[src/rtl/core/smed_pkg.sv]
// shared constants, types and sequencer states of the sliding median block
`default_nettype none

package smed_pkg;

    localparam int SAMPLE_W     = 8;
    localparam int WINDOW_DEF   = 60;
    localparam int BIT_IDX_W    = $clog2(SAMPLE_W);
    localparam int APB_ADDR_W   = 3;
    localparam int APB_DATA_W   = 32;
    localparam int OUT_DATA_W   = 16;

    localparam logic [SAMPLE_W-1:0] THRESH_RESET = 8'd100;

    // register index taken from the word address
    localparam logic REG_ALARM_THRESHOLD = 1'b0;

    typedef enum logic [2:0] {
        ST_IDLE,
        ST_SCAN,
        ST_DRAIN,
        ST_STEP,
        ST_FINISH
    } smed_state_t;

    typedef struct packed {
        logic                done;
        logic [SAMPLE_W-1:0] median;
    } smed_result_t;

endpackage

`default_nettype wire

[src/rtl/core/smed_ram.sv]
// generic single-write, single-read ram with registered read data
`default_nettype none

module smed_ram #(
    parameter int WIDTH = 8,
    parameter int DEPTH = 60,
    parameter int AW    = (DEPTH > 1) ? $clog2(DEPTH) : 1
) (
    input  wire logic             clk,
    input  wire logic             we,
    input  wire logic [AW-1:0]    waddr,
    input  wire logic [WIDTH-1:0] wdata,
    input  wire logic [AW-1:0]    raddr,
    output logic      [WIDTH-1:0] rdata
);

    logic [WIDTH-1:0] mem [DEPTH];

    always_ff @(posedge clk)
    begin
        if (we)
        begin
            mem[waddr] <= wdata;
        end
        rdata <= mem[raddr];
    end

endmodule

`default_nettype wire

[src/rtl/core/smed_seq.sv]
// ring bookkeeping and bitwise rank search over the stored samples
`default_nettype none

module smed_seq
    import smed_pkg::*;
#(
    parameter int WINDOW = WINDOW_DEF,
    parameter int SLOT_W = (WINDOW > 1) ? $clog2(WINDOW) : 1,
    parameter int CNT_W  = $clog2(WINDOW + 1)
) (
    input  wire logic                clk,
    input  wire logic                rst_n,
    input  wire logic                start,
    input  wire logic [SAMPLE_W-1:0] sample,
    input  wire logic                out_free,
    output logic                     idle,
    output smed_result_t             result
);

    smed_state_t state_reg, state_next;

    logic [SLOT_W-1:0]    wslot_reg, wslot_next;
    logic [CNT_W-1:0]     fill_reg, fill_next;
    logic [SLOT_W-1:0]    idx_reg, idx_next;
    logic                 rvalid_reg, rvalid_next;
    logic [CNT_W-1:0]     cnt_lo_reg, cnt_lo_next;
    logic [CNT_W-1:0]     cnt_hi_reg, cnt_hi_next;
    logic [SAMPLE_W-1:0]  v_lo_reg, v_lo_next;
    logic [SAMPLE_W-1:0]  v_hi_reg, v_hi_next;
    logic [BIT_IDX_W-1:0] bit_reg, bit_next;

    logic [SAMPLE_W-1:0]  rd_data;
    logic [SLOT_W-1:0]    rd_addr;
    logic [SAMPLE_W-1:0]  bit_mask;
    logic [SAMPLE_W-1:0]  t_lo;
    logic [SAMPLE_W-1:0]  t_hi;
    logic [CNT_W-1:0]     rank_hi;
    logic [CNT_W-1:0]     rank_lo;
    logic                 last_idx;
    logic [SAMPLE_W:0]    mid_sum;

    smed_ram #(
        .WIDTH (SAMPLE_W),
        .DEPTH (WINDOW),
        .AW    (SLOT_W)
    ) u_ring (
        .clk   (clk),
        .we    (start),
        .waddr (wslot_reg),
        .wdata (sample),
        .raddr (rd_addr),
        .rdata (rd_data)
    );

    assign rd_addr  = idx_reg;
    assign bit_mask = SAMPLE_W'(1) << bit_reg;
    assign t_lo     = v_lo_reg | bit_mask;
    assign t_hi     = v_hi_reg | bit_mask;
    // upper middle rank, and lower middle rank (same for an odd count)
    assign rank_hi  = fill_reg >> 1;
    assign rank_lo  = fill_reg[0] ? rank_hi : rank_hi - CNT_W'(1);
    assign last_idx = (CNT_W'(idx_reg) == fill_reg - CNT_W'(1));
    assign mid_sum  = {1'b0, v_lo_reg} + {1'b0, v_hi_reg};

    assign idle          = (state_reg == ST_IDLE);
    assign result.done   = (state_reg == ST_FINISH) && out_free;
    assign result.median = mid_sum[SAMPLE_W:1];

    always_ff @(posedge clk or negedge rst_n)
    begin
        if (!rst_n)
        begin
            state_reg  <= ST_IDLE;
            wslot_reg  <= '0;
            fill_reg   <= '0;
            idx_reg    <= '0;
            rvalid_reg <= 1'b0;
            cnt_lo_reg <= '0;
            cnt_hi_reg <= '0;
            v_lo_reg   <= '0;
            v_hi_reg   <= '0;
            bit_reg    <= '0;
        end
        else
        begin
            state_reg  <= state_next;
            wslot_reg  <= wslot_next;
            fill_reg   <= fill_next;
            idx_reg    <= idx_next;
            rvalid_reg <= rvalid_next;
            cnt_lo_reg <= cnt_lo_next;
            cnt_hi_reg <= cnt_hi_next;
            v_lo_reg   <= v_lo_next;
            v_hi_reg   <= v_hi_next;
            bit_reg    <= bit_next;
        end
    end

    always_comb
    begin
        state_next  = state_reg;
        wslot_next  = wslot_reg;
        fill_next   = fill_reg;
        idx_next    = idx_reg;
        rvalid_next = 1'b0;
        cnt_lo_next = cnt_lo_reg;
        cnt_hi_next = cnt_hi_reg;
        v_lo_next   = v_lo_reg;
        v_hi_next   = v_hi_reg;
        bit_next    = bit_reg;

        // count stored samples below each candidate, one per cycle
        if (rvalid_reg)
        begin
            if (rd_data < t_lo)
            begin
                cnt_lo_next = cnt_lo_reg + CNT_W'(1);
            end
            if (rd_data < t_hi)
            begin
                cnt_hi_next = cnt_hi_reg + CNT_W'(1);
            end
        end

        case (state_reg)
            ST_IDLE:
            begin
                if (start)
                begin
                    if (wslot_reg == SLOT_W'(WINDOW - 1))
                    begin
                        wslot_next = '0;
                    end
                    else
                    begin
                        wslot_next = wslot_reg + SLOT_W'(1);
                    end
                    if (fill_reg != CNT_W'(WINDOW))
                    begin
                        fill_next = fill_reg + CNT_W'(1);
                    end
                    idx_next    = '0;
                    cnt_lo_next = '0;
                    cnt_hi_next = '0;
                    v_lo_next   = '0;
                    v_hi_next   = '0;
                    bit_next    = BIT_IDX_W'(SAMPLE_W - 1);
                    state_next  = ST_SCAN;
                end
            end
            ST_SCAN:
            begin
                rvalid_next = 1'b1;
                if (last_idx)
                begin
                    state_next = ST_DRAIN;
                end
                else
                begin
                    idx_next = idx_reg + SLOT_W'(1);
                end
            end
            ST_DRAIN:
            begin
                state_next = ST_STEP;
            end
            ST_STEP:
            begin
                // keep the bit while at most rank samples lie below the candidate
                if (cnt_lo_reg <= rank_lo)
                begin
                    v_lo_next = t_lo;
                end
                if (cnt_hi_reg <= rank_hi)
                begin
                    v_hi_next = t_hi;
                end
                cnt_lo_next = '0;
                cnt_hi_next = '0;
                idx_next    = '0;
                if (bit_reg == '0)
                begin
                    state_next = ST_FINISH;
                end
                else
                begin
                    bit_next   = bit_reg - BIT_IDX_W'(1);
                    state_next = ST_SCAN;
                end
            end
            ST_FINISH:
            begin
                if (out_free)
                begin
                    state_next = ST_IDLE;
                end
            end
            default:
            begin
                state_next = ST_IDLE;
            end
        endcase
    end

endmodule

`default_nettype wire

[src/rtl/core/sliding_median_alarm.sv]
// top level: running median of recent sensor samples with threshold alarm
//
// s_* channel takes one sample per item; m_* channel gives one result item
// per sample: the median of the filled window (this sample included) and
// the sample echoed back, with the alarm flag on tuser.
// the alarm threshold is written over the apb port (register 0, reset 100);
// write it only while no item is in flight.
// each item is counted against the stored samples once per result bit,
// the single ring read port feeding the compare unit one sample per cycle.
// s_tready is high only while the sequencer is idle, so one item is in the
// work at a time; the next item is taken only once the previous result
// has moved into the output register.
// a result waiting in the output register does not block the next accept,
// but the next result waits until m_tready takes it.
// reset clears the fill count and write slot (ring contents are never
// read before written), drops m_tvalid and restores the threshold.
`default_nettype none

module sliding_median_alarm
    import smed_pkg::*;
#(
    parameter int WINDOW = WINDOW_DEF
) (
    input  wire logic                  clk,
    input  wire logic                  rst_n,
    // apb configuration port
    input  wire logic                  psel,
    input  wire logic                  penable,
    input  wire logic                  pwrite,
    input  wire logic [APB_ADDR_W-1:0] paddr,
    input  wire logic [APB_DATA_W-1:0] pwdata,
    output logic      [APB_DATA_W-1:0] prdata,
    output logic                       pready,
    // input stream
    input  wire logic                  s_tvalid,
    output logic                       s_tready,
    input  wire logic [SAMPLE_W-1:0]   s_tdata,   // [7:0] sample
    // output stream
    output logic                       m_tvalid,
    input  wire logic                  m_tready,
    output logic      [OUT_DATA_W-1:0] m_tdata,   // [7:0] median_value, [15:8] echo_sample
    output logic                       m_tuser    // [0] alarm
);

    logic [SAMPLE_W-1:0]   thresh_reg, thresh_next;
    logic [SAMPLE_W-1:0]   sample_reg, sample_next;
    logic                  alarm_reg, alarm_next;
    logic                  mvalid_reg, mvalid_next;
    logic [OUT_DATA_W-1:0] mdata_reg, mdata_next;
    logic                  muser_reg, muser_next;

    logic         cfg_wr;
    logic         in_accept;
    logic         seq_idle;
    logic         out_free;
    smed_result_t seq_res;

    assign pready    = 1'b1;
    assign cfg_wr    = psel && penable && pwrite && pready && (paddr[2] == REG_ALARM_THRESHOLD);
    assign prdata    = (paddr[2] == REG_ALARM_THRESHOLD)
                       ? {{(APB_DATA_W - SAMPLE_W){1'b0}}, thresh_reg} : '0;

    assign s_tready  = seq_idle;
    assign in_accept = s_tvalid && s_tready;
    assign out_free  = !mvalid_reg || m_tready;

    assign m_tvalid  = mvalid_reg;
    assign m_tdata   = mdata_reg;
    assign m_tuser   = muser_reg;

    smed_seq #(
        .WINDOW (WINDOW)
    ) u_seq (
        .clk      (clk),
        .rst_n    (rst_n),
        .start    (in_accept),
        .sample   (s_tdata),
        .out_free (out_free),
        .idle     (seq_idle),
        .result   (seq_res)
    );

    always_ff @(posedge clk or negedge rst_n)
    begin
        if (!rst_n)
        begin
            thresh_reg <= THRESH_RESET;
            mvalid_reg <= 1'b0;
        end
        else
        begin
            thresh_reg <= thresh_next;
            mvalid_reg <= mvalid_next;
        end
    end

    always_ff @(posedge clk)
    begin
        sample_reg <= sample_next;
        alarm_reg  <= alarm_next;
        mdata_reg  <= mdata_next;
        muser_reg  <= muser_next;
    end

    always_comb
    begin
        thresh_next = thresh_reg;
        sample_next = sample_reg;
        alarm_next  = alarm_reg;
        mvalid_next = mvalid_reg;
        mdata_next  = mdata_reg;
        muser_next  = muser_reg;

        if (cfg_wr)
        begin
            thresh_next = pwdata[SAMPLE_W-1:0];
        end

        if (in_accept)
        begin
            sample_next = s_tdata;
            alarm_next  = (s_tdata > thresh_reg);
        end

        if (m_tready)
        begin
            mvalid_next = 1'b0;
        end
        if (seq_res.done)
        begin
            mvalid_next = 1'b1;
            mdata_next  = {sample_reg, seq_res.median};
            muser_next  = alarm_reg;
        end
    end

endmodule

`default_nettype wire

[config.mk]
export PLATFORM = sky130hd
export DESIGN_NAME = sliding_median_alarm
export DESIGN_NICKNAME = d
export VERILOG_FILES = /design/src/rtl/core/smed_pkg.sv /design/src/rtl/core/smed_ram.sv /design/src/rtl/core/smed_seq.sv /design/src/rtl/core/sliding_median_alarm.sv
export SDC_FILE = /design/constraint.sdc
export NUM_CORES = 1
export LEC_CHECK = 0
export ABC_AREA = 1
export CAP_MARGIN = 20
export CELL_PAD_IN_SITES_DETAIL_PLACEMENT = 0
export CELL_PAD_IN_SITES_GLOBAL_PLACEMENT = 1
export CORE_ASPECT_RATIO = 1.25
export CORE_MARGIN = 2
export CORE_UTILIZATION = 56
export DETAILED_ROUTE_END_ITERATION = 6
export DONT_BUFFER_PORTS = 1
export PLACE_DENSITY_LB_ADDON = 0.1
export SLEW_MARGIN = 20
export SYNTH_ARGS = -nofsm -noshare
export SYNTH_HDL_FRONTEND = slang
export SYNTH_SLANG_ARGS = --single-unit
[constraint.sdc]
create_clock -name clk -period 4.8 [get_ports clk]
set_input_delay 0.48 -clock clk [delete_from_list [all_inputs] [get_ports clk]]
set_output_delay 0.48 -clock clk [all_outputs]
set_load 0.1 [all_outputs]
==> reports/qor.yml <==
status:
  status: "complete, no violations"
floorplanning:
  initial_core_util: 0.567
  die_x_um: 193
  core_region_area_um2: 44100
  rows: 86
  die_height_um: 240
  io_pins: 102
  die-area_um2: 46300
logic_synthesis:
  ys_async_sr_fraction: 0.108
  yosysSeqAreaShare: 0.677
  syn_inst: 2187
  ys_seq_elements: 576
  synth_edf_count: 506
  synth-warning-count: 0
  synth_area_um2: 25000
  yosysUniqueCellTypes: 50
  synth_flop_cell: "edfxtp_1"
  synth.avg_cell_area_um2: 11.4
worst_hold_path:
  whs_endpoint: "thresh_reg[6]$_DFFE_PN1P_"
  hold_path_class: "in2reg"
  min-delay-start: "pwdata[6]"
  min_path_cells: 2
cells_and_area:
  layout-drive-gt1-share: 0.0606
  regMostFlops: "u_seq.u_ring.mem"
  final_core_util: 0.617
  finalNetCount: 2273
  largest_reg_flops: 480
  diodes: 0
  area_growth_pct: 8.95
  final_area_um2: 27200
setup_path:
  cp-start-kind: "flop"
  cp.arrival_ps: 3610
  reg2reg_to: "u_seq.u_ring.mem[28][0]$_DFFE_PP_"
  cp_top_family: "simple AND/OR/NAND/NOR gates"
  path_buf_inv: 1
  reg2reg_slack_ps: 1420
  required_ps: 5030
  r2r-start: "u_seq.state_reg[2]$_DFFE_PN0P_"
  cpMostUsedCell: "nor2_2"
  critPathKind: "reg2reg"
  cp_slowest_cell: "nor2_1"
  slowest_delay_ps: 860
  end_kind: "flop"
  ff2ff_path_depth: 7
  crit_chain: "nor2_2, nand2_2, nor2_8, inv_1, nor2_2, nand3_1, nor2_1"
  cp_max_fo: 18
job:
  drv_cap: 0
clocking:
  clock_sinks: 576
  clockBufferDepth: 3
  cts-htree-levels: 2
  cts_buffers: 54
  cts_tree: "yes"
  clk_latency_ps: 620
  clk_pin_slew_ps: 60
  clockRootBuffer: "clkbuf_16"
  cts_setup_buffers: 0
sta:
  period_needed_ps: 3380
  finClkSkew_ps: 29.4
  grt_setup_unrepaired: "no"
  hold_viol: 0
  maxSlewHeadroom: 0.292
  fin_hold_ws_ps: 19.8
  finalSetupViolCount: 0
  fmax_ghz: 0.296
  worst_pin_slew_ps: 1060
  finalCritPeriodShare: 0.704
  setup_tns_ps: 0
  report.final.slew_viol_count: 0
global_route:
  met1_usage: 0.341
  grt_max_degree: 186
  first_global_vias: 15620
  met3_usage: 0.0295
  top_usage_layer: "met2"
  grt_usage: 0.263
  grt_pass1_wl_um: 90000
  antenna_found_initial: 0
  overflow: 0
  met2_usage: 0.448
routing:
  drc: 0
  viasPerCell: 5.75
  wl_um: 59500
  ant_nets: 0
  vias: 16002
  wire_per_inst_um: 21.4
  drtIter0Drc: 1067
  first_pass_iters: 6
place:
  hpwl_um: 35700
  io_buffers: 0
  dpl_cell_area_um2: 25200
  globalplace.congestion: 0.918
pwr:
  power_leakage_nw: 9.76
  p_per_area_nw_per_um2: 546
  ir_worst_vdd_mv: 0.424
## synth_stat cells (45+ instances only)
cell      instances  area (um2)
clkbuf_1         45         169
ha_1             55         688
edfxtp_1        506       15200
nand2_1         261         980
nand3_1          64         320
a21oi_1          49         245
inv_1           124         465
dfrtp_1          59        1480
nor2_1          437        1640
o22ai_1          54         338
o21ai_0         241        1210
o211ai_1         61         458
## power by group
| group | leakage, nW | internal (mW) | total [mW] | switching, mW |
|---|---|---|---|---|
| Clock | 0.829 | 2.36 | 4.19 | 1.83 |
| Sequential | 5.41 | 5.70 | 5.98 | 0.284 |
| Combinational | 3.52 | 1.35 | 4.71 | 3.36 |
| Total | 9.76 | 9.41 | 14.9 | 5.47 |
## stage by stage
stage | setup WS (ps) | std cells | power, mW
finish | 1420 | 2784 | 14.9
global placement | 1420 | 2670 | 10.6
global route | 1250 | 2784 | 15.7
detailed placement | 1360 | 2670 | 10.7
floorplan | 2370 | 2210 | 9.44
CTS | 1350 | 2784 | 14.9
## layout make-up
type,count,area (um2)
clock buffers,71,1460
clock inverters,30,269
fillers,3482,16900
inverters,129,492
multi-input cells,1372,6900
flip-flops and latches,576,16900
well taps,572,716
repair buffers,34,483
## kinds of logic after synthesis
group	count (synthesis)	share of synthesized area
XOR/XNOR	28	0.00981
buffers and inverters	262	0.0518
flip-flops	576	0.677
adder cells (fa/ha/maj)	56	0.0283
AO/OA/AOI/OAI	463	0.104
AND/OR/NAND/NOR	800	0.129
other	2	0.000300
## repair_timing
item                       CTS  global route
hold buffers                13             0
hold endpoints to repair   553             0
resized for setup            0             0
setup endpoints to repair    0             0
## metal layers
| layer | part of all wire | vias to the layer above |
|---|---|---|
| met5 | 0 | - |
| met4 | 0.039 | 0 |
| met3 | 0.055 | 105 |
| met2 | 0.50 | 489 |
| met1 | 0.40 | 7798 |
| li1 | - | 7610 |
## placed cells by master, fill, tap and decap left out, drive strengths merged, types with 5 or more instances in the layout
cell      n
edfxtp  506
nor2    441
o21ai   278
nand2   265
inv     133
clkbuf   71
nand3    64
o211ai   61
dfrtp    59
ha       55
o22ai    54
a21oi    49
buf      30
conb     25
xor2     24
clkinv   19
nand4    15
dfxtp     8
o31ai     8
nor3      6
nand3b    5
## worst max-delay path by stage
stage,end,slack [ps],cells after the start,from
after global placement,u_seq.u_ring.mem[28][4]$_DFFE_PP_,1420,7,u_seq.state_reg[2]$_DFFE_PN0P_
after detailed placement,u_seq.u_ring.mem[28][4]$_DFFE_PP_,1360,7,u_seq.state_reg[2]$_DFFE_PN0P_
after floorplan,u_seq.u_ring.mem[15][0]$_DFFE_PP_,2370,5,u_seq.state_reg[2]$_DFFE_PN0P_
final,u_seq.u_ring.mem[28][0]$_DFFE_PP_,1420,7,u_seq.state_reg[2]$_DFFE_PN0P_
after global routing,u_seq.u_ring.mem[28][5]$_DFFE_PP_,1250,7,u_seq.state_reg[2]$_DFFE_PN0P_
after CTS,u_seq.u_ring.mem[28][4]$_DFFE_PP_,1350,7,u_seq.state_reg[2]$_DFFE_PN0P_
Power figures use the tool's default switching activity.
